`src/lad_pkg.sv`:
```
// ----------------------------------------------------------------------------
// Ladder filter package
// Shared widths, coefficient constants, job record and rounding helper.
// ----------------------------------------------------------------------------
package lad_pkg;

   localparam int SAMPLE_W  = 24;
   localparam int FRAC_BITS = 18;
   localparam int CQ        = 28;
   localparam int ISR_W     = 20;
   localparam int FC_W      = 16;
   localparam int RES_W     = 16;
   localparam int OUT_W     = 22;

   localparam int COEF_W  = CQ;
   localparam int K_W     = CQ + 2;
   localparam int T_W     = CQ + 1;
   localparam int RATIO_W = 30;
   localparam int R_W     = 31;

   localparam int DIV_N_W = 64;
   localparam int DIV_D_W = 35;
   localparam int DIV_Q_W = 30;

   localparam logic [ISR_W-1:0]  ISR_RESET = 20'd89478;
   localparam logic [T_W-1:0]    C_1P8     = 29'd483183821;
   localparam logic [COEF_W-1:0] C_0P8     = 28'd214748365;
   localparam logic [T_W-1:0]    C_TSCALE  = 29'd372118382;
   localparam logic [COEF_W-1:0] F_HI      = 28'd263066747;
   localparam logic [COEF_W-1:0] F_LO      = 28'd134218;

   typedef struct packed {
      logic signed [SAMPLE_W-1:0] smp;
      logic [COEF_W-1:0]          p;
      logic signed [K_W-1:0]      k;
      logic [R_W-1:0]             r;
   } lad_job_type;

   // Unsigned shift right, rounding half up.
   function automatic logic [63:0] rnd_shr(input logic [63:0] v, input int unsigned s);
      logic [63:0] half;
      half = 64'd1 << (s - 1);
      return (v + half) >> s;
   endfunction

endpackage

```
`src/lad_queue.sv`:
```
// ----------------------------------------------------------------------------
// Ladder filter job queue
// Two-entry queue between coefficient front end and ladder back end.
// ----------------------------------------------------------------------------
module lad_queue (
   input  logic                 clock,
   input  logic                 reset,
   input  logic                 push,
   input  lad_pkg::lad_job_type push_data,
   output logic                 full,
   input  logic                 pop,
   output logic                 not_empty,
   output lad_pkg::lad_job_type pop_data
);
   import lad_pkg::*;

   lad_job_type mem_ff [2];
   logic        wr_ff, rd_ff;
   logic [1:0]  cnt_ff;

   always_ff @(posedge clock) begin
      if (push) mem_ff[wr_ff] <= push_data;
      if (reset) begin
         wr_ff  <= 1'b0;
         rd_ff  <= 1'b0;
         cnt_ff <= 2'd0;
      end else begin
         if (push) wr_ff <= ~wr_ff;
         if (pop)  rd_ff <= ~rd_ff;
         cnt_ff <= cnt_ff + 2'(push) - 2'(pop);
      end
   end

   assign full      = (cnt_ff == 2'd2);
   assign not_empty = (cnt_ff != 2'd0);
   assign pop_data  = mem_ff[rd_ff];

endmodule

```
`config.mk`:
```
export PLATFORM = sky130hd
export DESIGN_NAME = lad_queue
export DESIGN_NICKNAME = d
export VERILOG_FILES = /design/src/lad_pkg.sv /design/src/lad_queue.sv
export SDC_FILE = /design/constraint.sdc
export NUM_CORES = 1
export LEC_CHECK = 0
export ABC_AREA = 1
export BUFFER_PORTS_ARGS = -buffer_cell sky130_fd_sc_hd__buf_4
export CELL_PAD_IN_SITES_DETAIL_PLACEMENT = 1
export CELL_PAD_IN_SITES_GLOBAL_PLACEMENT = 1
export CORE_AREA = 2 2 144 146
export DETAILED_ROUTE_END_ITERATION = 16
export DIE_AREA = 0 0 146 148
export PLACE_DENSITY = 0.84
export SYNTH_ARGS = -nofsm -noshare
export SYNTH_HDL_FRONTEND = slang
export SYNTH_SLANG_ARGS = --single-unit
```
`constraint.sdc`:
```
create_clock -name clock -period 8.2 [get_ports clock]
set_clock_uncertainty 0.15 [all_clocks]
set_input_delay 1.64 -clock clock [delete_from_list [all_inputs] [get_ports clock]]
set_output_delay 1.64 -clock clock [all_outputs]
set_load 0.005 [all_outputs]
```
; ---- Word-level counts from Yosys, hierarchy flattened
; Memory sizes are Yosys's and may differ from the RTL's. A register that Yosys moved wholly into a read port is not among the register bits.
; Cells that the tools add are included.
[word_totals]
out_inout_bits = 115
ram_bits = 226
reg_bits = 4
in_bits = 117
elab_cells = 14
n_memories = 1
[memory_table]
columns = memory, depth, width, rd, rd_ports_with_merged_regs, wr, line
row1 = mem_ff, 2, 113, 1, 1, 1, lad_queue.sv:17  ; lad_job_type mem_ff [2];
[op_classes]
reduce_logical = 1
bitwise = 2
muxes = 4
eq_ne = 1
add_sub_neg = 2
[op_table]
columns = op, n
row1 = $mux W1, 4
row2 = $add A2 B1 Y2, 1
row3 = $eq A2 B2 Y1 const B, 1
row4 = $not A1 Y1, 2
row5 = $reduce_bool A2 Y1, 1
row6 = $sub A2 B1 Y2, 1

; ---- Logic depth before layout (Yosys ltp)
[logic_depth]
ltp_word = 3
mapped_depth = 9

; ---- Least setup slack after synthesis
; Ideal clock, no wire load.
[synth_timing]
path_type = input-to-reg
startpoint = in push
endpoint = mem mem_ff[0][0] (netlist bit) (enable)
arrival_ps = 6408
n_path_buf = 0
required_time_ps = 7461
cell_stages = 2
setup_slack_ps = 1053
setup_ps = 589
path_cell_list = inv_1 nor2_1
[synth_between]
elab_chain_len = 2
[synth_rtl]
columns = element, line
row1 = from (decl), lad_queue.sv:8  ; input logic push,
row2 = $mux W1, lad_queue.sv:22  ; if (push) mem_ff[wr_ff] <= push_data;
row3 = $mux W1 (not written as such), lad_queue.sv:22
row4 = to (decl), lad_queue.sv:17
; No other way between the ends.

==> results.cfg <==
[status]
status = finished clean

[critical_path]
reg2regPathDepth = 2
r2r_end = mem_ff[0][66]
worst-path-buf-inv = 2
r2r_start = wr_ff
crit_path_max_incr_delay_ns = 0.93
crit_fanout = 65
crit_chain = buf_4 > mux2_2 > buf_4
crit_required_ns = 6.41
end_kind = output pin
worstPathArrival_ns = 2.97
criticalPathCategory = reg2out
cp_top_family = buffers and inverters
critPathSlowestCell = dfxtp_4
critPathLaunchType = flop
crit_top_cell = buf_4
r2r_setup_slack_ns = 5.48

[synthesis]
synth_cells = 383
netlist_area_um2 = 8671
ys_seq_elements = 231
yosysTopAreaCellShare_pct = 78.27
yosysUniqueCellTypes = 15
ys.flop_type = edfxtp_1
seq_area_frac_synth_pct = 79.42
synthArstFlopShare_pct = 0
synth_edf_count = 226
synth_area_leaders = edfxtp_1, mux2_4, mux2_2
ys.warnings.count = 0
synth_top_area_cell = edfxtp_1
synthesis.nets = 502
synth_area_per_cell_um2 = 22.64

[global_route]
antenna_found_initial = 1
grt_pass1_wl_um = 27720
grt_pass1_vias = 4969
grt_max_degree = 81
gr-total-overflow = 0
grt_usage_pct = 16.40

[place]
hpwl_um = 12500
place_area_um2 = 10650
place_congestion = 0.6764
dp.cells = 874
portBuffers = 231

[drt]
routed_wl_um = 18340
vias_per_cell = 4.738
vias = 4345
ant_nets = 0
detail_route.wl_per_cell_um = 20.00
drc_errors = 0
drtIter0Drc = 230
dr.pass1.iters = 4

[worst_hold_path]
hold_path_startpoint = rd_ff
holdPathEnd = rd_ff
min_path_cells = 2
hold_path_class = reg2reg

[finish]
nets = 750
final_area_um2 = 11410
drive_above_1_share_pct = 59.29
multiInputGateArea_um2 = 1637
instances_no_fill = 917
fillers = 1837
final_cell_mix = buf_4, edfxtp_1, mux2_4, mux2_2, clkbuf_16
final_common_cell = buf_4
syn_to_final_growth_pct = 31.59
seq_area_um2 = 6890

[clock_tree]
clk_latency_ns = 0.49
cts_resized = 0
path_clk_slew_ns = 0.06
cts_sinks = 231
clock-root-buffer = clkbuf_16
cts_buffer_depth = 3
cts_buffers = 25
cts_hold_buf = 0
post_cts_buffers = 0
htree_num_levels = 1
cts_tree = done

[power]
power.density_nw_per_um2 = 240.9
power_w = 0.002748
p_leak_nw = 4.434
irDropWorstVdd_uv = 161.6

[sta]
hold_violations = 0
rsz0062_at_grt = false
tightest_slew_ns = 1.094
tns_ns = 0
hold_ws_ns = 0.3709
slew_headroom_pct = 27.07
fin_crit_ns = 4.760
setup-violations-final = 0
max_freq_ghz = 0.2101
finalCritPeriodShare_pct = 58.05
drv_slew = 0

[flow_run]
cap_viol_max_count = 0

[floorplan]
die_w_um = 146
io_pins = 232
start_util_pct = 43.27
rows = 52
core_um2 = 20040
die_height_um = 148
die_area_um2 = 21610
registers in the layout, summed over array words and instances, names as in the netlist, named ones only:
register and cells:
cnt_ff 2, mem_ff 226, rd_ff 1, wr_ff 1
per-stage QoR:
step | utilization, % | setup slack (ns)
floorplan | - | 1.053
global placement | 53.17 | 3.949
detailed placement | 53.17 | 3.912
CTS | 56.92 | 3.380
global route | 56.92 | 3.254
finish | 56.94 | 3.440
how the worst max path moves through the flow:
stage	start	to	slack [ns]	depth (start not counted)
after floorplan	push	mem_ff[0][0]	1.05	2
after global placement	flop	pop_data[31]	3.95	3
after detailed placement	flop	pop_data[17]	3.91	3
after CTS	flop	pop_data[2]	3.38	3
after global routing	flop	pop_data[34]	3.25	3
final	flop	pop_data[7]	3.44	3
final cells by class:
type | count | share of cell area (%)
Antenna cell | 1 | 0.02193
Clock buffer | 30 | 5.648
Clock inverter | 12 | 0.9540
Inverter | 8 | 0.2851
Multi-Input combinational cell | 131 | 14.34
Sequential cell | 231 | 60.39
Tap cell | 270 | 2.961
Timing Repair Buffer | 234 | 15.40
per-layer routing:
metal / up-vias / track usage, % / share of wire, %
met4: 0 / 4.272 / 1.7
li1: 1988 / - / -
met3: 26 / 4.784 / 7.0
met5: - / 0 / 0
met1: 2159 / 19.36 / 39
met2: 172 / 29.53 / 52
report_power, final:
part / total (W) / internal (W) / switching [W] / leakage, nW
clock: 0.00104 / 0.000618 / 0.000421 / 0.373
combinational: 0.000310 / 0.000189 / 0.000122 / 1.90
sequential: 0.00140 / 0.00137 / 0.0000294 / 2.16
total: 0.00275 / 0.00218 / 0.000572 / 4.43
Yosys cell counts, types with 2 or more instances:
cell type    n
edfxtp_1   226
mux2_4      70
mux2_2      43
buf_6        8
inv_1        8
nor2_1       7
dfxtp_1      5
nand2_1      5
buf_2        4
ha_1         2
logic make-up (layout without fill, tap and decap cells):
logic type / Yosys count / count (layout) / synth area share, %
other: 0 / 1 / 0
DFF: 231 / 231 / 79.42
AOI/OAI and AO/OA: 1 / 1 / 0.05766
and+or+nand+nor: 14 / 14 / 0.6349
xor gates and xnor gates: 1 / 1 / 0.1010
muxes: 113 / 113 / 17.71
buffers and inverters: 21 / 284 / 1.789
adders and majority gates: 2 / 2 / 0.2886
worst reg2reg max path, delay by kind of cell (launching register included):
family / cells / cell delay (ns)
DFF: 1 / 0.34
and+or+nand+nor: 1 / 0.82
buffers and inverters: 1 / 0.96
Note: power is estimated with default switching activity, not from simulation.
