--- config.mk ---
export PLATFORM = sky130hd
export DESIGN_NAME = lad_coef
export DESIGN_NICKNAME = d
export VERILOG_FILES = /design/src/lad_pkg.sv /design/src/lad_div.sv /design/src/lad_coef.sv
export SDC_FILE = /design/constraint.sdc
export NUM_CORES = 2
export LEC_CHECK = 0
export CORE_ASPECT_RATIO = 1.25
export CORE_MARGIN = 2
export CORE_UTILIZATION = 47
export CTS_CLUSTER_SIZE = 16
export DETAILED_ROUTE_END_ITERATION = 6
export DONT_BUFFER_PORTS = 1
export MAX_ROUTING_LAYER = met4
export PLACE_DENSITY_LB_ADDON = 0.3
export SYNTH_ARGS = -nofsm -noshare
export SYNTH_HDL_FRONTEND = slang
export SYNTH_SLANG_ARGS = --single-unit
--- constraint.sdc ---
create_clock -name clock -period 19 [get_ports clock]
set_clock_uncertainty 0.2 [all_clocks]
set_input_delay 3.8 -clock clock [delete_from_list [all_inputs] [get_ports clock]]
set_output_delay 3.8 -clock clock [all_outputs]
set_load 0.005 [all_outputs]
--- src/lad_pkg.sv ---
// ----------------------------------------------------------------------------
// Ladder filter package
// Shared widths, coefficient constants, job record and rounding helper.
// ----------------------------------------------------------------------------
package lad_pkg;

   localparam int SAMPLE_W  = 24;
   localparam int FRAC_BITS = 18;
   localparam int CQ        = 28;
   localparam int ISR_W     = 20;
   localparam int FC_W      = 16;
   localparam int RES_W     = 16;
   localparam int OUT_W     = 22;

   localparam int COEF_W  = CQ;
   localparam int K_W     = CQ + 2;
   localparam int T_W     = CQ + 1;
   localparam int RATIO_W = 30;
   localparam int R_W     = 31;

   localparam int DIV_N_W = 64;
   localparam int DIV_D_W = 35;
   localparam int DIV_Q_W = 30;

   localparam logic [ISR_W-1:0]  ISR_RESET = 20'd89478;
   localparam logic [T_W-1:0]    C_1P8     = 29'd483183821;
   localparam logic [COEF_W-1:0] C_0P8     = 28'd214748365;
   localparam logic [T_W-1:0]    C_TSCALE  = 29'd372118382;
   localparam logic [COEF_W-1:0] F_HI      = 28'd263066747;
   localparam logic [COEF_W-1:0] F_LO      = 28'd134218;

   typedef struct packed {
      logic signed [SAMPLE_W-1:0] smp;
      logic [COEF_W-1:0]          p;
      logic signed [K_W-1:0]      k;
      logic [R_W-1:0]             r;
   } lad_job_type;

   // Unsigned shift right, rounding half up.
   function automatic logic [63:0] rnd_shr(input logic [63:0] v, input int unsigned s);
      logic [63:0] half;
      half = 64'd1 << (s - 1);
      return (v + half) >> s;
   endfunction

endpackage

--- src/lad_div.sv ---
// ----------------------------------------------------------------------------
// Ladder filter divider
// Restoring divider, one quotient bit per cycle, quotient known to fit.
// ----------------------------------------------------------------------------
module lad_div (
   input  logic                          clock,
   input  logic                          reset,
   input  logic                          start,
   input  logic [lad_pkg::DIV_N_W-1:0]   dividend,
   input  logic [lad_pkg::DIV_D_W-1:0]   divisor,
   output logic                          done,
   output logic [lad_pkg::DIV_Q_W-1:0]   quotient
);
   import lad_pkg::*;

   logic [DIV_D_W-1:0] rem_ff, rem_in;
   logic [DIV_Q_W-1:0] sh_ff, sh_in;
   logic [DIV_D_W-1:0] dsr_ff;
   logic [4:0]         cnt_ff, cnt_in;
   logic               busy_ff, busy_in;
   logic               done_ff, done_in;
   logic [DIV_D_W:0]   trial;

   always_comb begin
      rem_in  = rem_ff;
      sh_in   = sh_ff;
      cnt_in  = cnt_ff;
      busy_in = busy_ff;
      done_in = 1'b0;
      trial   = {rem_ff, sh_ff[DIV_Q_W-1]};
      if (start) begin
         rem_in  = DIV_D_W'(dividend[DIV_N_W-1:DIV_Q_W]);
         sh_in   = dividend[DIV_Q_W-1:0];
         cnt_in  = 5'(DIV_Q_W);
         busy_in = 1'b1;
      end else if (busy_ff) begin
         // shift in the next dividend bit, collect the quotient bit at the bottom
         if (trial >= {1'b0, dsr_ff}) begin
            rem_in = DIV_D_W'(trial - {1'b0, dsr_ff});
            sh_in  = {sh_ff[DIV_Q_W-2:0], 1'b1};
         end else begin
            rem_in = DIV_D_W'(trial);
            sh_in  = {sh_ff[DIV_Q_W-2:0], 1'b0};
         end
         cnt_in = cnt_ff - 5'd1;
         if (cnt_ff == 5'd1) begin
            busy_in = 1'b0;
            done_in = 1'b1;
         end
      end
   end

   always_ff @(posedge clock) begin
      rem_ff <= rem_in;
      sh_ff  <= sh_in;
      cnt_ff <= cnt_in;
      if (start) dsr_ff <= divisor;
      if (reset) begin
         busy_ff <= 1'b0;
         done_ff <= 1'b0;
      end else begin
         busy_ff <= busy_in;
         done_ff <= done_in;
      end
   end

   assign done     = done_ff;
   assign quotient = sh_ff;

endmodule

--- src/lad_coef.sv ---
// ----------------------------------------------------------------------------
// Ladder filter front end
// Accepts samples, derives cutoff, pole and resonance coefficients.
// ----------------------------------------------------------------------------
module lad_coef (
   input  logic                            clock,
   input  logic                            reset,
   input  logic                            req_valid,
   output logic                            req_ready,
   input  logic signed [lad_pkg::SAMPLE_W-1:0] req_sample_in,
   input  logic [lad_pkg::FC_W-1:0]        req_cutoff_hz,
   input  logic [lad_pkg::RES_W-1:0]       req_resonance,
   input  logic                            csr_wr_en,
   input  logic [lad_pkg::ISR_W-1:0]       csr_wr_data,
   output logic                            job_push,
   output lad_pkg::lad_job_type            job_data,
   input  logic                            job_full
);
   import lad_pkg::*;

   typedef enum logic [3:0] {
      F_IDLE, F_MFC, F_GF, F_MA, F_GA, F_MP, F_GP, F_MT, F_GT,
      F_MTT, F_GTT, F_DGO, F_DWAIT, F_MR, F_GR, F_PUSH
   } fstate_type;

   fstate_type          state_ff;
   logic [ISR_W-1:0]    isr_ff;
   logic signed [SAMPLE_W-1:0] smp_ff;
   logic [FC_W-1:0]     fc_ff;
   logic [RES_W-1:0]    res_ff;
   logic [COEF_W-1:0]   f_ff, p_ff;
   logic [T_W-1:0]      ca_ff, t_ff;
   logic [33:0]         num_ff, den_ff;
   logic [RATIO_W-1:0]  ratio_ff;
   logic [R_W-1:0]      r_ff;
   logic [63:0]         prod_ff;
   logic [31:0]         mul_a, mul_b;
   logic [36:0]         f_raw;
   logic [33:0]         t2, sx;
   logic                div_start, div_done;
   logic [DIV_Q_W-1:0]  div_q;
   logic [DIV_N_W-1:0]  div_n;

   always_comb begin
      mul_a = '0;
      mul_b = '0;
      case (state_ff)
         F_MFC:   begin mul_a = 32'(fc_ff);  mul_b = 32'(isr_ff);   end
         F_MA:    begin mul_a = 32'(C_0P8);  mul_b = 32'(f_ff);     end
         F_MP:    begin mul_a = 32'(f_ff);   mul_b = 32'(ca_ff);    end
         F_MT:    begin
            mul_a = 32'((T_W'(1) << CQ) - {1'b0, p_ff});
            mul_b = 32'(C_TSCALE);
         end
         F_MTT:   begin mul_a = 32'(t_ff);   mul_b = 32'(t_ff);     end
         F_MR:    begin mul_a = 32'(res_ff); mul_b = 32'(ratio_ff); end
         default: begin mul_a = '0;          mul_b = '0;            end
      endcase
   end

   // 2*fc*isr with four fraction bits dropped, rounded half up
   assign f_raw = 37'(prod_ff[35:0]) + 37'd4;
   assign t2    = 34'(12) * (34'd1 << CQ) + 34'(rnd_shr(prod_ff, CQ));
   assign sx    = 34'(t_ff) * 34'd6;

   assign div_start = (state_ff == F_DGO);
   assign div_n     = {4'b0, num_ff, 26'b0} + 64'(den_ff >> 1);

   lad_div u_div (
      .clock    (clock),
      .reset    (reset),
      .start    (div_start),
      .dividend (div_n),
      .divisor  (DIV_D_W'(den_ff)),
      .done     (div_done),
      .quotient (div_q)
   );

   always_ff @(posedge clock) begin
      prod_ff <= mul_a * mul_b;
      if (reset) begin
         state_ff <= F_IDLE;
         isr_ff   <= ISR_RESET;
      end else begin
         if (csr_wr_en) isr_ff <= csr_wr_data;
         case (state_ff)
            F_IDLE: begin
               if (req_valid) begin
                  smp_ff   <= req_sample_in;
                  fc_ff    <= req_cutoff_hz;
                  res_ff   <= req_resonance;
                  state_ff <= F_MFC;
               end
            end
            F_MFC: state_ff <= F_GF;
            F_GF: begin
               if ((f_raw >> 3) > 37'(F_HI))      f_ff <= F_HI;
               else if ((f_raw >> 3) < 37'(F_LO)) f_ff <= F_LO;
               else                               f_ff <= COEF_W'(f_raw >> 3);
               state_ff <= F_MA;
            end
            F_MA: state_ff <= F_GA;
            F_GA: begin
               ca_ff    <= C_1P8 - T_W'(rnd_shr(prod_ff, CQ));
               state_ff <= F_MP;
            end
            F_MP: state_ff <= F_GP;
            F_GP: begin
               p_ff     <= COEF_W'(rnd_shr(prod_ff, CQ));
               state_ff <= F_MT;
            end
            F_MT: state_ff <= F_GT;
            F_GT: begin
               t_ff     <= T_W'(rnd_shr(prod_ff, CQ));
               state_ff <= F_MTT;
            end
            F_MTT: state_ff <= F_GTT;
            F_GTT: begin
               num_ff   <= t2 + sx;
               den_ff   <= (t2 > sx) ? t2 - sx : 34'd1;
               state_ff <= F_DGO;
            end
            F_DGO: state_ff <= F_DWAIT;
            F_DWAIT: begin
               if (div_done) begin
                  ratio_ff <= div_q;
                  state_ff <= F_MR;
               end
            end
            F_MR: state_ff <= F_GR;
            F_GR: begin
               r_ff     <= R_W'(rnd_shr(prod_ff, 14));
               state_ff <= F_PUSH;
            end
            F_PUSH: begin
               if (!job_full) state_ff <= F_IDLE;
            end
            default: state_ff <= F_IDLE;
         endcase
      end
   end

   assign req_ready    = (state_ff == F_IDLE);
   assign job_push     = (state_ff == F_PUSH) && !job_full;
   assign job_data.smp = smp_ff;
   assign job_data.p   = p_ff;
   assign job_data.k   = $signed({1'b0, p_ff, 1'b0}) - $signed(K_W'(1) << CQ);
   assign job_data.r   = r_ff;

endmodule

Word-level counts from Yosys, hierarchy flattened
Cells that the tools add are included.
{"block": "op_classes", "eq_ne": 19, "add_sub_neg": 12, "n_mux": 17, "n_reduce_logical": 15, "magnitude_cmp": 4, "bitwise_logic": 2, "mul": 2}
{"operator": "32-bit case mux with 6 select lines", "n": 1}
{"operator": "30-bit case mux with 6 select lines", "n": 1}
{"operator": "34-bit two-way mux", "n": 2}
{"operator": "4-bit case mux with 16 select lines", "n": 1}
{"operator": "62-bit by 28-bit adder with 62-bit output, second input constant", "n": 1}
{"operator": "32-bit by 30-bit multiplier with 62-bit output", "n": 1}
{"operator": "60-bit by 33-bit adder with 61-bit output", "n": 1}
{"operator": "30-bit two-way mux", "n": 2}
{"operator": "45-bit by 14-bit adder with 45-bit output, second input constant", "n": 1}
{"operator": "36-bit by 3-bit adder with 37-bit output, second input constant", "n": 1}
{"operator": "36-bit by 34-bit >= comparator with 1-bit output", "n": 1}
{"operator": "35-bit two-way mux", "n": 1}
{"operator": "35-bit by 34-bit subtractor with 35-bit output", "n": 1}
{"operator": "32-bit by 34-bit adder with 34-bit output, first input constant", "n": 1}
{"operator": "34-bit by 32-bit adder with 34-bit output", "n": 1}
{"operator": "34-bit by 28-bit > comparator with 1-bit output, second input constant", "n": 1}
{"operator": "34-bit by 32-bit > comparator with 1-bit output", "n": 1}
{"operator": "34-bit by 18-bit less-than comparator with 1-bit output, second input constant", "n": 1}
{"operator": "34-bit by 32-bit subtractor with 34-bit output", "n": 1}
{"operator": "4-bit equality test, second input constant", "n": 8}
{"operator": "29-bit by 2-bit multiplier with 31-bit output, second input constant", "n": 1}
{"operator": "29-bit by 28-bit subtractor with 30-bit output, first input constant", "n": 1}
{"operator": "29-bit by 29-bit subtractor with 30-bit output, second input constant", "n": 1}
{"operator": "29-bit subtractor, first input constant", "n": 1}
{"operator": "other kinds (19)", "n": 38}
{"block": "totals", "ff_bits": 491, "out_inout_bits": 115, "word_cells": 93, "in_bits": 81}

Depth between registers and ports, before layout
{"block": "depth", "ltp_word": 4, "depth_mapped": 40, "ltp_nobuf": 38}

By module
Synthesis repeated with hierarchy kept, for this count alone.
{"block": "unflattened", "cells_unflattened": 6180, "area_unflattened_um2": 57335.0}
{"module": "lad_coef", "n_inst": 1, "cells_each": 5538, "seq_area_each_um2": 10660.2, "area_each_um2": 50801.2}
{"module": "lad_div", "n_inst": 1, "cells_each": 642, "seq_area_each_um2": 3133.0, "area_each_um2": 6533.8}

Least setup slack after synthesis
No wires, ideal clock.
{"block": "synth_timing", "kind": "input to register", "from": "input reset", "to": "register fc_ff[0], enable pin", "t_required_ns": 18.172, "arrival_time_ns": 10.171, "setup_time_ns": 0.628, "slack_ns": 8.001, "path_buffers": 1, "cell_stages": 3, "path_cell_list": "clkbuf_1 > or3_1 > nor4b_1"}
{"block": "synth_via", "elab_chain_cells": 2}
{"item": "start: declaration", "line": "lad_coef.sv:7", "text": "input logic reset,"}
{"item": "1-bit inverter (no source line)"}
{"item": "3-bit AND reduction (no source line)"}
{"item": "end signal: assignment", "line": "lad_coef.sv:90", "text": "fc_ff <= req_cutoff_hz;"}
{"item": "end: declaration", "line": "lad_coef.sv:29", "text": "logic [FC_W-1:0] fc_ff;"}
No other way between the ends.
A chain may end at the register's enable or synchronous reset.

Worst setup path after layout
{"block": "layout_timing", "from": "register p_ff[0]", "to": "register prod_ff[61]"}
{"block": "layout_via", "elab_chain_cells": 3}
{"item": "start: declaration", "line": "lad_coef.sv:31", "text": "logic [COEF_W-1:0] f_ff, p_ff;"}
{"item": "start signal: assignment", "line": "lad_coef.sv:109", "text": "p_ff <= COEF_W'(rnd_shr(prod_ff, CQ));"}
{"item": "29-bit by 28-bit subtractor with 30-bit output", "line": "lad_coef.sv:52", "text": "mul_a = 32'((T_W'(1) << CQ) - {1'b0, p_ff});"}
{"item": "32-bit case mux with 6 select lines", "line": "lad_coef.sv:47", "text": "case (state_ff)"}
{"item": "32-bit by 30-bit multiplier with 62-bit output", "line": "lad_coef.sv:80", "text": "prod_ff <= mul_a * mul_b;"}
{"item": "end signal: assignment", "line": "lad_coef.sv:80"}
{"item": "end: declaration", "line": "lad_coef.sv:36", "text": "logic [63:0] prod_ff;"}
No other way between the ends.

==> reports/qor.txt <==
Final Hold Fails: 0
1st-iter DRT viols: 3,862
Ys Warns: 0
RSZ-0062 raised after global routing: false
Top FF cell, synth: edfxtp_1
CTS tree: built
Clock Tree Root: clkbuf_16
Num CTS Buffers: 56
Switching Fraction: 0.346
Internal: 2090 uW
worst vdd ir: 80.6 uV
Yosys top cell by area: fa_1
Syn Area/Cell: 9.23 um^2
reg-to-reg endpoint: prod_ff[61]$_DFF_P_
placeable core region: 118,000 um^2
global-route wire length before repair: 288,000 um
count of different cell masters after synthesis: 97
DRC Markers: 2
CP max stage cell: and4_1
post-synthesis xor/xnor area fraction: 0.0520
Crit path required time: 19.40 ns
CP Capture Type: flip-flop
H-tree lvl count: 2
CP arrival: 12.17 ns
synth cell count leaders: 1,012 x inv_1, 791 x nand2_1, 759 x fa_1, 664 x nor2_1, 400 x ha_1
Layout Area Growth over Synthesis: 6.60%
MaxCap Viol Count: 0
GRT Max-Usage Layer: met2
total gr overflow: 0
Tmin final: 11.77 ns
Tightest Pin Transition: 1.31 ns
worst flop-to-flop path startpoint: p_ff[0]$_DFFE_PP_
vias in the first global route: 45,452
# rows: 141
CP Max Fanout: 12
Cell Count, Final, Fillers Out: 7,584
placed wire-length estimate: 148,000 um
setup_tns: 0 ns
worst skew pair latency: 0.73 ns
Worst Hold Class: flip-flop to flip-flop
ys async rst share: 0
Flop pwr share: 0.402
postcts setup bufs: 0
All-Layer GR Usage: 0.328
Post-Synth Adder-Cell Area: 0.360
DR vias/cell: 5.78
Boundary Pins: 196
hold endpoint: u_div.dsr_ff[0]$_DFFE_PP_
largest net degree at the start of global routing: 81
Die Y: 390 um
Routed Antenna Nets: 0
leakage: 0.0271 uW
final setup violation count: 0
Die W: 313 um
FF-to-FF path depth: 34
Setup CP Type: flip-flop to flip-flop
EDFF count, synth: 397
NetSw: 1110 uW
status: complete, but fails checks
Net count, final: 7,200
Reg clk slew, reported paths: 0.06 ns
post-synthesis mux area share: 0.00359
initial core utilization: 0.474
clk buf depth: 3
worst reg-to-reg setup slack: 7.23 ns
routed wire length: 192,000 um
total number of vias: 43,831
Period Utilization, post-route: 0.620
post-route cell area: 59,800 um^2
initial antenna violation count: 7
Inst Count DP: 7,475
layout cell share with drive strength beyond 1: 0.0495
Buffers on Ports: 0
met1 usage: 0.390
largest family of logic cells by synthesized area: adder cells
Slew Limit Fails: 0
cts hold-fix bufs: 0
maximum clock frequency: 0.0849 GHz
cts repair resizes: 0
post-synthesis sequential area ratio: 0.245
GR Layer Usage met2: 0.518
CP peak stage delay: 0.79 ns
hold wc startpoint: den_ff[0]$_SDFFCE_PP1P_
most frequent CP cell: fa_1
DIE AREA: 122,000 um^2
Clock power frac: 0.359
Yosys top cell area share: 0.271
clock sink count: 489
WHS Path Cells: 0
Synth Register Bits: 489
routability cong.: 0.999
most frequent cell after synthesis: inv_1
Compound-Gate Fraction of Synth Area: 0.0949
simple-gate portion of the synthesized area: 0.153
drt first pass iters: 7
failing checks: DRC
wire length per cell: 25.3 um
Post-Syn Instances: 6,077
Logic pwr share: 0.238
Hold WS: 0.219 ns
Slew HR: 0.126
Startpoint Class: flip-flop
Pwr per Cell Area: 53.5 nW/um^2
grt met3 use: 0.0756
cell area after placement: 57,900 um^2
synth top area cells: fa_1 27%, edfxtp_1 21%, ha_1 8.9%
Synth Cell Area: 56,100 um^2
-- sequential cells by signal, summed over array words and instances (netlist names), 20 cells and up --
| signal | cells |
|---|---|
| p_ff | 28 |
| u_div.quotient | 30 |
| den_ff | 34 |
| isr_ff | 20 |
| prod_ff | 60 |
| u_div.rem_ff | 35 |
| ratio_ff | 30 |
| u_div.dsr_ff | 34 |
| t_ff | 29 |
| num_ff | 34 |
| smp_ff | 24 |
| f_ff | 28 |
| ca_ff | 29 |
| r_ff | 31 |
-- how the worst max path moves through the flow --
stage	slack, ns	endpoint	depth (start not counted)	startpoint
CTS	7.34	prod_ff[61]$_DFF_P_	31	p_ff[0]$_DFFE_PP_
finish	7.23	prod_ff[61]$_DFF_P_	34	p_ff[0]$_DFFE_PP_
global route	6.61	prod_ff[61]$_DFF_P_	34	p_ff[0]$_DFFE_PP_
global placement	7.45	prod_ff[61]$_DFF_P_	34	p_ff[0]$_DFFE_PP_
floorplan	8.00	fc_ff[0]$_DFFE_PP_	3	reset
detailed placement	7.46	prod_ff[61]$_DFF_P_	31	p_ff[0]$_DFFE_PP_
-- layout make-up --
type | count | area (um^2)
Fill cell | 10929 | 58600
Clock buffer | 72 | 1550
Tap cell | 1573 | 1970
Multi-Input combinational cell | 4280 | 37400
Inverter | 1012 | 3800
Timing Repair Buffer | 121 | 908
Antenna cell | 5 | 12.5
Sequential cell | 489 | 13800
Clock inverter | 32 | 374
-- power by group through the flow --
stage                     Sequential [uW]  Combinational, uW  Clock, uW
after CTS                            1280                751       1170
after detailed placement             1300                740          0
final                                1290                762       1150
after global placement               1300                739          0
after floorplan                      1260                484          0
after global routing                 1290                820       1200
-- stage by stage --
step	setup slack [ns]	utilization	power (uW)
final	7.23	0.505	3200
after global routing	6.61	0.505	3310
after CTS	7.34	0.505	3200
after detailed placement	7.46	0.489	2040
after global placement	7.45	0.489	2040
after floorplan	8.00	-	1740
-- layer usage --
metal	share of wire	wire length, um	vias up
li1	-	-	19281
met4	0.068	13100	0
met2	0.46	89200	2116
met5	0	0	-
met1	0.37	71000	21891
met3	0.097	18600	543
-- cell usage in the layout, fill, tap and decap left out, types with 121 or more instances in the layout --
master and n:
inv_1 1011, nand2_1 789, fa_1 759, nor2_1 655, ha_1 400, edfxtp_1 397, a21oi_1 239, xnor2_1 207
o21ai_0 130, xor2_1 124, buf_4 121
-- cells by family (layout without fill, tap and decap cells) --
kind of cell    after synthesis  count (layout)
buf+inv                    1321            1237
simple gates               1948            1948
compound gates              806             806
flops                       489             489
fa+ha+maj                  1159            1159
other cells                   2              20
xor+xnor                    332             332
mux                          20              20
-- critical path, delay by kind of cell (launching register included) --
family / cells / cell delay, ns
buf+inv: 5 / 0.33
xor+xnor: 2 / 0.26
flops: 1 / 0.50
fa+ha+maj: 10 / 4.69
compound gates: 7 / 2.26
simple gates: 10 / 3.38
(Power assumes the default switching activity.)
