<file path="config.mk">
export PLATFORM = sky130hd
export DESIGN_NAME = lad_ladder
export DESIGN_NICKNAME = d
export VERILOG_FILES = /design/src/lad_pkg.sv /design/src/lad_div.sv /design/src/lad_ladder.sv
export SDC_FILE = /design/constraint.sdc
export NUM_CORES = 2
export LEC_CHECK = 0
export BUFFER_PORTS_ARGS = -buffer_cell sky130_fd_sc_hd__buf_2
export CAP_MARGIN = 20
export CORE_MARGIN = 1.5
export CORE_UTILIZATION = 52
export DETAILED_ROUTE_END_ITERATION = 6
export HOLD_SLACK_MARGIN = 0.12
export PLACE_DENSITY = 0.71
export SLEW_MARGIN = 20
export SYNTH_ARGS = -nofsm -noshare
export SYNTH_HDL_FRONTEND = slang
export SYNTH_SLANG_ARGS = --single-unit
</file>
<file path="constraint.sdc">
create_clock -name clock -period 12.8 [get_ports clock]
set_input_delay 1.28 -clock clock [delete_from_list [all_inputs] [get_ports clock]]
set_output_delay 1.28 -clock clock [all_outputs]
set_load 0.02 [all_outputs]
</file>
<file path="src/lad_pkg.sv">
// ----------------------------------------------------------------------------
// Ladder filter package
// Shared widths, coefficient constants, job record and rounding helper.
// ----------------------------------------------------------------------------
package lad_pkg;

   localparam int SAMPLE_W  = 24;
   localparam int FRAC_BITS = 18;
   localparam int CQ        = 28;
   localparam int ISR_W     = 20;
   localparam int FC_W      = 16;
   localparam int RES_W     = 16;
   localparam int OUT_W     = 22;

   localparam int COEF_W  = CQ;
   localparam int K_W     = CQ + 2;
   localparam int T_W     = CQ + 1;
   localparam int RATIO_W = 30;
   localparam int R_W     = 31;

   localparam int DIV_N_W = 64;
   localparam int DIV_D_W = 35;
   localparam int DIV_Q_W = 30;

   localparam logic [ISR_W-1:0]  ISR_RESET = 20'd89478;
   localparam logic [T_W-1:0]    C_1P8     = 29'd483183821;
   localparam logic [COEF_W-1:0] C_0P8     = 28'd214748365;
   localparam logic [T_W-1:0]    C_TSCALE  = 29'd372118382;
   localparam logic [COEF_W-1:0] F_HI      = 28'd263066747;
   localparam logic [COEF_W-1:0] F_LO      = 28'd134218;

   typedef struct packed {
      logic signed [SAMPLE_W-1:0] smp;
      logic [COEF_W-1:0]          p;
      logic signed [K_W-1:0]      k;
      logic [R_W-1:0]             r;
   } lad_job_type;

   // Unsigned shift right, rounding half up.
   function automatic logic [63:0] rnd_shr(input logic [63:0] v, input int unsigned s);
      logic [63:0] half;
      half = 64'd1 << (s - 1);
      return (v + half) >> s;
   endfunction

endpackage

</file>
<file path="src/lad_div.sv">
// ----------------------------------------------------------------------------
// Ladder filter divider
// Restoring divider, one quotient bit per cycle, quotient known to fit.
// ----------------------------------------------------------------------------
module lad_div (
   input  logic                          clock,
   input  logic                          reset,
   input  logic                          start,
   input  logic [lad_pkg::DIV_N_W-1:0]   dividend,
   input  logic [lad_pkg::DIV_D_W-1:0]   divisor,
   output logic                          done,
   output logic [lad_pkg::DIV_Q_W-1:0]   quotient
);
   import lad_pkg::*;

   logic [DIV_D_W-1:0] rem_ff, rem_in;
   logic [DIV_Q_W-1:0] sh_ff, sh_in;
   logic [DIV_D_W-1:0] dsr_ff;
   logic [4:0]         cnt_ff, cnt_in;
   logic               busy_ff, busy_in;
   logic               done_ff, done_in;
   logic [DIV_D_W:0]   trial;

   always_comb begin
      rem_in  = rem_ff;
      sh_in   = sh_ff;
      cnt_in  = cnt_ff;
      busy_in = busy_ff;
      done_in = 1'b0;
      trial   = {rem_ff, sh_ff[DIV_Q_W-1]};
      if (start) begin
         rem_in  = DIV_D_W'(dividend[DIV_N_W-1:DIV_Q_W]);
         sh_in   = dividend[DIV_Q_W-1:0];
         cnt_in  = 5'(DIV_Q_W);
         busy_in = 1'b1;
      end else if (busy_ff) begin
         // shift in the next dividend bit, collect the quotient bit at the bottom
         if (trial >= {1'b0, dsr_ff}) begin
            rem_in = DIV_D_W'(trial - {1'b0, dsr_ff});
            sh_in  = {sh_ff[DIV_Q_W-2:0], 1'b1};
         end else begin
            rem_in = DIV_D_W'(trial);
            sh_in  = {sh_ff[DIV_Q_W-2:0], 1'b0};
         end
         cnt_in = cnt_ff - 5'd1;
         if (cnt_ff == 5'd1) begin
            busy_in = 1'b0;
            done_in = 1'b1;
         end
      end
   end

   always_ff @(posedge clock) begin
      rem_ff <= rem_in;
      sh_ff  <= sh_in;
      cnt_ff <= cnt_in;
      if (start) dsr_ff <= divisor;
      if (reset) begin
         busy_ff <= 1'b0;
         done_ff <= 1'b0;
      end else begin
         busy_ff <= busy_in;
         done_ff <= done_in;
      end
   end

   assign done     = done_ff;
   assign quotient = sh_ff;

endmodule

</file>
<file path="src/lad_ladder.sv">
// ----------------------------------------------------------------------------
// Ladder filter back end
// Feedback, four one-pole sections on a shared multiplier, soft clip.
// ----------------------------------------------------------------------------
module lad_ladder (
   input  logic                          clock,
   input  logic                          reset,
   input  logic                          job_valid,
   input  lad_pkg::lad_job_type          job_data,
   output logic                          job_pop,
   output logic                          rsp_valid,
   input  logic                          rsp_ready,
   output logic signed [lad_pkg::OUT_W-1:0] rsp_sample_out
);
   import lad_pkg::*;

   typedef enum logic [3:0] {
      B_IDLE, B_XM, B_XG, B_PM1, B_PM2, B_PG, B_SQM, B_SQG, B_NM, B_NG, B_DW, B_OUT
   } bstate_type;

   localparam logic signed [47:0] SMP_MAX = 48'((64'sd1 <<< (SAMPLE_W - 1)) - 1);
   localparam logic signed [47:0] SMP_MIN = -48'(64'sd1 <<< (SAMPLE_W - 1));
   localparam logic [32:0] H_MAX = 33'(3) * (33'd1 << CQ);
   localparam logic signed [22:0] LIM = 23'sd4 <<< FRAC_BITS;

   bstate_type                 state_ff;
   lad_job_type                job_ff;
   logic signed [SAMPLE_W-1:0] s_ff [4];
   logic signed [SAMPLE_W-1:0] pv_ff [4];
   logic [1:0]                 idx_ff;
   logic signed [SAMPLE_W-1:0] u_ff, y4_ff;
   logic signed [66:0]         prod_ff, acc_ff;
   logic signed [31:0]         mul_a;
   logic signed [34:0]         mul_b;
   logic [29:0]                h_ff, h_c;
   logic [33:0]                c_ff;
   logic [34:0]                den_ff;
   logic                       neg_ff;
   logic signed [OUT_W-1:0]    out_ff;
   logic                       out_valid_ff;
   logic [SAMPLE_W-1:0]        mag;
   logic [32:0]                hw;
   logic [31:0]                sq;
   logic signed [24:0]         usum;
   logic signed [SAMPLE_W-1:0] x_c, yn_c;
   logic [21:0]                rr;
   logic signed [22:0]         ys, yc;
   logic                       div_start, div_done;
   logic [DIV_Q_W-1:0]         div_q;
   logic [DIV_N_W-1:0]         div_n;

   // Signed shift right, rounding half away from zero.
   function automatic logic signed [47:0] srsh(input logic signed [66:0] v,
                                               input int unsigned s);
      logic signed [66:0] b;
      b = v + (67'sd1 <<< (s - 1)) - (v[66] ? 67'sd1 : 67'sd0);
      return 48'(b >>> s);
   endfunction

   function automatic logic signed [SAMPLE_W-1:0] sat_smp(input logic signed [47:0] v);
      if (v > SMP_MAX) return SAMPLE_W'(SMP_MAX);
      if (v < SMP_MIN) return SAMPLE_W'(SMP_MIN);
      return SAMPLE_W'(v);
   endfunction

   assign mag  = y4_ff[SAMPLE_W-1] ? SAMPLE_W'(-y4_ff) : SAMPLE_W'(y4_ff);
   assign hw   = 33'(mag) << (CQ - FRAC_BITS - 1);
   assign h_c  = (hw > H_MAX) ? 30'(H_MAX) : hw[29:0];
   assign usum = 25'(u_ff) + 25'(pv_ff[idx_ff]);

   always_comb begin
      mul_a = '0;
      mul_b = '0;
      case (state_ff)
         B_XM:    begin mul_a = $signed({1'b0, job_ff.r});    mul_b = 35'(s_ff[3]);       end
         B_PM1:   begin mul_a = 32'(usum);                    mul_b = $signed({7'b0, job_ff.p}); end
         B_PM2:   begin mul_a = 32'(job_ff.k);                mul_b = 35'(s_ff[idx_ff]);  end
         B_SQM:   begin mul_a = $signed({2'b0, h_c});         mul_b = $signed({5'b0, h_c}); end
         B_NM:    begin mul_a = $signed({2'b0, h_ff});        mul_b = $signed({1'b0, c_ff}); end
         default: begin mul_a = '0;                           mul_b = '0;                 end
      endcase
   end

   assign x_c  = sat_smp(48'(job_ff.smp) - srsh(prod_ff, 26));
   assign yn_c = sat_smp(srsh(acc_ff - prod_ff, CQ));
   assign sq   = 32'(rnd_shr(64'(prod_ff), CQ));
   assign div_start = (state_ff == B_NG);
   assign div_n     = 64'(prod_ff) + 64'(den_ff >> 1);

   // soft clip result back to the sample format, sign restored, clamped to +/-4
   assign rr = 22'((31'(div_q) + 31'd256) >> (CQ - FRAC_BITS - 1));
   assign ys = neg_ff ? -$signed({1'b0, rr}) : $signed({1'b0, rr});
   assign yc = (ys > LIM) ? LIM : ((ys < -LIM) ? -LIM : ys);

   lad_div u_div (
      .clock    (clock),
      .reset    (reset),
      .start    (div_start),
      .dividend (div_n),
      .divisor  (den_ff),
      .done     (div_done),
      .quotient (div_q)
   );

   always_ff @(posedge clock) begin
      prod_ff <= mul_a * mul_b;
      if (reset) begin
         state_ff     <= B_IDLE;
         out_valid_ff <= 1'b0;
         idx_ff       <= 2'd0;
         for (int i = 0; i < 4; i++) begin
            s_ff[i]  <= '0;
            pv_ff[i] <= '0;
         end
      end else begin
         if (out_valid_ff && rsp_ready && state_ff != B_OUT) out_valid_ff <= 1'b0;
         case (state_ff)
            B_IDLE: begin
               if (job_valid) begin
                  job_ff   <= job_data;
                  state_ff <= B_XM;
               end
            end
            B_XM: state_ff <= B_XG;
            B_XG: begin
               u_ff     <= x_c;
               idx_ff   <= 2'd0;
               state_ff <= B_PM1;
            end
            B_PM1: state_ff <= B_PM2;
            B_PM2: begin
               acc_ff   <= prod_ff;
               state_ff <= B_PG;
            end
            B_PG: begin
               pv_ff[idx_ff] <= u_ff;
               if (idx_ff == 2'd3) begin
                  y4_ff    <= yn_c;
                  state_ff <= B_SQM;
               end else begin
                  s_ff[idx_ff] <= yn_c;
                  u_ff         <= yn_c;
                  idx_ff       <= idx_ff + 2'd1;
                  state_ff     <= B_PM1;
               end
            end
            B_SQM: begin
               h_ff     <= h_c;
               neg_ff   <= y4_ff[SAMPLE_W-1];
               state_ff <= B_SQG;
            end
            B_SQG: begin
               c_ff     <= 34'(27) * (34'd1 << CQ) + 34'(sq);
               den_ff   <= 35'(27) * (35'd1 << CQ) + 35'(9) * 35'(sq);
               state_ff <= B_NM;
            end
            B_NM: state_ff <= B_NG;
            B_NG: state_ff <= B_DW;
            B_DW: begin
               if (div_done) begin
                  s_ff[3]  <= SAMPLE_W'(yc);
                  state_ff <= B_OUT;
               end
            end
            B_OUT: begin
               // hold until the output register is free
               if (!out_valid_ff || rsp_ready) begin
                  out_ff       <= OUT_W'(s_ff[3]);
                  out_valid_ff <= 1'b1;
                  state_ff     <= B_IDLE;
               end
            end
            default: state_ff <= B_IDLE;
         endcase
      end
   end

   assign job_pop        = (state_ff == B_IDLE) && job_valid;
   assign rsp_valid      = out_valid_ff;
   assign rsp_sample_out = out_ff;

endmodule

</file>
# Word-level counts from Yosys, hierarchy flattened
# Memories as Yosys holds them, arrays and structs flattened. A register that Yosys moved wholly into a read port is not among the register bits.
# Cells that the tools add are included.
[word_totals]
reg_bits = 531
ramBits = 192
inputBits = 117
word_cells = 162
memories = 2
[op_classes]
add_sub_neg = 17
mul = 2
order_cmp = 8
n_eq_ne = 18
n_mux = 69
n_bitwise = 3
n_reduce_logical = 20
[mem_list]
columns = ["memory", "depth", "width", "read_ports", "rd_ports_with_merged_regs", "write_ports", "line_no", "rtl"]
rows = [
  ["pv_ff", 4, 24, 1, 1, 4, "lad_ladder.sv:29", "logic signed [SAMPLE_W-1:0] pv_ff [4];"],
  ["s_ff", 4, 24, 2, 1, 4, "lad_ladder.sv:28", "logic signed [SAMPLE_W-1:0] s_ff [4];"],
]
[op_table]
columns = ["operator", "n"]
rows = [
  ["$mux W24", 13],
  ["$pmux W35 S5", 1],
  ["$pmux W32 S5", 1],
  ["$sub A67 B2 Y67", 2],
  ["$mux W30", 3],
  ["$mux W23", 3],
  ["$mux W34", 2],
  ["$add A67 B27 Y67 const B", 1],
  ["$add A67 B29 Y67 const B", 1],
  ["$mul A32 B35 Y67", 1],
  ["$sub A67 B67 Y67", 1],
  ["$add A64 B34 Y64", 1],
  ["$add A60 B28 Y60 const B", 1],
  ["$pmux W24 S2", 1],
  ["$pmux W4 S12", 1],
  ["$reduce_or A24 Y1", 2],
  ["$gt A42 B24 Y1 const B", 1],
  ["$lt A42 B24 Y1 const B", 1],
  ["$sub A24 B41 Y42", 1],
  ["$gt A39 B24 Y1 const B", 1],
  ["$lt A39 B24 Y1 const B", 1],
  ["$ge A36 B35 Y1", 1],
  ["$add A33 B35 Y35 const A", 1],
  ["$mul A4 B32 Y35 const A", 1],
  ["other kinds (36)", 94],
]

# Logic depth before layout (Yosys ltp)
[depth]
depth_word = 10
ltp_mapped = 57

# Cells and area by module
# Synthesis repeated with hierarchy kept, for this count alone.
[hier_totals]
cells_unflattened = 9173
hier_area_um2 = 87730.4
[modules_own_cells]
columns = ["mod", "instances", "cells_each", "area_each_um2", "seq_area_each_um2"]
rows = [
  ["lad_ladder", 1, 8559, 81126.6, 17436.7],
  ["lad_div", 1, 614, 6603.8, 3133.0],
]

# Least setup slack after synthesis
# No wires, ideal clock.
[synth_timing]
path_kind = "register to register"
from = "register (tool-made name)"
to = "register prod_ff[65]"
arrival_ns = 13.222
required_time_ns = 12.728
path_slack_ns = -0.494
stages_incl_launch_ff = 57
path_buffers = 6
path_cell_list = "dfxtp_1 > clkbuf_1 > clkbuf_1 > buf_1 > buf_1 > mux4_2 > ha_1 > inv_1 > fa_1 > nor2b_1 > o21ai_0 > a21boi_0 > o21ai_0 > nand2_1 > a21oi_1 > o21bai_1 > a21o_1 > a21o_1 > [... 21 more ...] > ha_1 > a21o_1 > a21o_1 > a21o_1 > a21o_1 > a21o_1 > a211o_1 > nand2_1 > a41oi_1 > a2111o_1 > a21o_1 > a21o_1 > a31o_2 > a211o_1 > a21oi_1 > o21ai_0 > a21oi_1 > xnor2_1"
[synth_rtl]
columns = ["item", "line_no", "rtl"]
rows = [
  ["end signal, assigned", "lad_ladder.sv:106", "prod_ff <= mul_a * mul_b;"],
  ["end, declared", "lad_ladder.sv:32", "logic signed [66:0] prod_ff, acc_ff;"],
]

# Final worst setup path
[layout_timing]
from = "register y4_ff[3]"
to = "register prod_ff[66]"
[layout_via]
elab_chain_len = 6
elab_cells_between_ends = 7
cone_classes = "add/sub: 1; mul: 1; order compare: 1; mux: 4"
[layout_rtl]
columns = ["item", "line_no", "rtl"]
rows = [
  ["start, declared", "lad_ladder.sv:31", "logic signed [SAMPLE_W-1:0] u_ff, y4_ff;"],
  ["start signal, assigned", "lad_ladder.sv:138", "y4_ff <= yn_c;"],
  ["$neg A24 Y24", "lad_ladder.sv:66", "assign mag = y4_ff[SAMPLE_W-1] ? SAMPLE_W'(-y4_ff) : SAMPLE_W'(y4_ff);"],
  ["$mux W24 *", "lad_ladder.sv:66", ""],
  ["$gt A33 B30 Y1", "lad_ladder.sv:68", "assign h_c = (hw > H_MAX) ? 30'(H_MAX) : hw[29:0];"],
  ["$mux W30 *", "lad_ladder.sv:68", ""],
  ["$pmux W32 S5 or $pmux W35 S5 (tied branches)", "lad_ladder.sv:74", "case (state_ff)"],
  ["$mul A32 B35 Y67 *", "lad_ladder.sv:106", ""],
]
# Mark *: on every way between the ends. The rest lies on a longest branch, timed or not.
# A chain may end at the register's enable or synchronous reset.

==> run metrics <==
clock slew at reported path FFs=0.06 ns; #FFs+latches synth=713; P&R area growth vs syn=9.430%; vias in the first global route=roughly 68000; Worst-Skew Late Latency=0.77 ns; area leader, netlist=fa_1; Hold Path Class=register to register; top-count cell post-synth=inv_1; Die Wd=about 400 µm; Post-Route Utilization=57.30%; number of vias per cell=around 6.0; top cells by count, synth=1407 x inv_1, 1181 x fa_1, 909 x nand2_1, 850 x nor2_1, 646 x ha_1; wire per inst=25.44 µm; Slew headroom=18.82%; WL final=289900 µm; top-level I/O count=141; pin count of the biggest net entering global routing=about 90; status=finished, violations left; arrival time worst endpoint=roughly 13 ns; GRT Overall Usage=approximately a third; via count=68217; leading post-synthesis cells by cell area=fa_1 27%, edfxtp_1 22%, ha_1 9.4%, inv_1 6.1%, nand2_1 4.0%; Tmin final=12.37 ns; Post-Syn Instances=8944; max-slew violations=0; Critical Path Source Type=register; clock root buffer=clkbuf_16; post-synthesis xor/xnor area fraction=4.676%; Initial Utilization=52.36%; Setup violations, final=0; Placed Cells incl. Taps=11223; synthesized area=86290 µm²; die area=168400 µm²; first-pass GRT wire length=432100 µm; slowest cell on the critical path=fa_1; failing checks=design-rule violations; layout cells sized above 1=9.504%; final hold viol count=0; nets=about 11000; sequential area share after synthesis=23.84%; syn_area_per_cell=9.648 µm²; clock sink count=713; H-tree depth=3; initial antenna violation count=10; maximum capacitance violations=0; EDFF count, synth=629; CTS tree=built; ys async rst share=0%; # rows=149; Final period util=between 90 and 100%; placer congestion estimate=between 1 and 1.5; Netlist cell types=around 110; Synth Flop Type=edfxtp_1; required time worst endpoint=13.38 ns; Compound-Gate Fraction of Synth Area=11.84%; Syn Nets=10888; HPWL Detailed=235700 µm; CP endpoint kind=register; 1st-pass router iterations=7; critical path class=register to register; slowest stage delay, CP=0.56 ns; mux contribution to synthesized area=1.405%; main combinational cell family by area after synthesis=adder cells; DR iter-0 viols=between 7000 and 8000; ANT nets after route=0; DR DRC count=4; CP max FO=30; Core Area=164800 µm²; CTS Hold Bufs=0; Die Ht=410.4 µm; final cell count without fillers=between 10000 and 15000; Num CTS Buffers=85; fmax=0.08082 GHz; Overflow after GRT=0; post-synthesis simple-gate area fraction=13.58%; Synth warnings=0; share of the synthesized area in the top cell type=between 20% and 30%; CTS max path bufs=3; Synth Area in Adders=a little under two fifths; cell seen most often among critical-path stages=fa_1; Layout Skew=around 0.076 ns; Least-Margin Pin Slew=1.216 ns; Port Buffers=140; final setup TNS=0 ns
==> logic make-up (layout without fill, tap and decap cells) <==
logic type / after synthesis / count (layout)
simple gates: 2588 / 2588
compound gates: 1512 / 1512
fa+ha+maj: 1827 / 1827
other cells: 0 / 9
buf+inv: 1762 / 2014
mux: 83 / 83
xor+xnor: 459 / 459
flops: 713 / 713
==> worst max-delay path, delay by kind of cell, from the launching register on <==
kind / cells / cell delay, ns
adders and majority gates: 9 / 4.35
AOI/OAI and AO/OA: 18 / 3.82
and+or+nand+nor: 8 / 1.95
buffers and inverters: 7 / 1.13
DFF: 1 / 0.44
muxes: 1 / 0.38
xor gates and xnor gates: 1 / 0.09
==> what timing repair did <==
action	CTS	global route
endpoints found under the setup margin	4	11
gates cloned	0	0
buffers inserted	2	3
resized for setup	8	59
pin swaps	0	19
==> final cells by class <==
class | count | area, µm²
diodes | 9 | 22.52
clock buffers | 96 | 2221
clock inverters | 60 | 843.3
fillers | 14314 | 70370
inverters | 1409 | 5290
multi-input cells | 6469 | 59530
flip-flops and latches | 713 | 20580
well taps | 2189 | 2739
repair buffers | 449 | 3209
==> per-layer routing <==
metal | global-route usage [%] | share of wire [%] | wire [µm] | vias to the layer above
met3 | 7.548 | 11 | 31380 | 710
met1 | 46.68 | 39 | 113700 | 34063
met4 | 18.77 | 6.4 | 18620 | 6
li1 | - | - | - | 29809
met5 | 0 | 0.013 | 39 | -
met2 | 52.08 | 44 | 126100 | 3629
==> through the flow <==
stage,setup slack (ns),hold WS (ns),area [µm²]
after floorplan,0.01711,0.4274,86300
after global placement,0.04583,0.4588,90930
after detailed placement,-0.1163,0.4681,90970
after CTS,0.02005,0.4805,94100
after global routing,-0.09052,0.4927,94410
final,0.4267,0.4792,94430
==> state kept, by name, indices dropped and copies added (netlist names), 34 cells and up, named ones only <==
register and cells:
acc_ff 67, c_ff 34, u_div.rem_ff 35, u_div.dsr_ff 35
s_ff 96, job_ff 113, pv_ff 96, prod_ff 67
==> final timing paths <==
check             slack [ns]  cells past startpoint   startpoint          end
hold reg to reg         0.48                      0  prod_ff[64]   acc_ff[64]
setup / recovery        0.43                     44     y4_ff[3]  prod_ff[66]
hold / removal          0.48                      0  prod_ff[64]   acc_ff[64]
setup reg to reg        0.43                     44     y4_ff[3]  prod_ff[66]
==> placed cells by master, fill, tap and decap left out, types with 156 or more instances in the layout <==
cell type and n:
o21ai_0 222, xnor2_1 298, edfxtp_1 629, nor2_1 844
buf_4 285, a21o_1 214, nand2_1 907, a21oi_1 462
ha_1 646, fa_1 1178, inv_1 1407, xor2_1 156
Power is left out: the tool's default activity adds up to more than one toggle a clock period on the data nets, which glitch-free logic cannot reach.
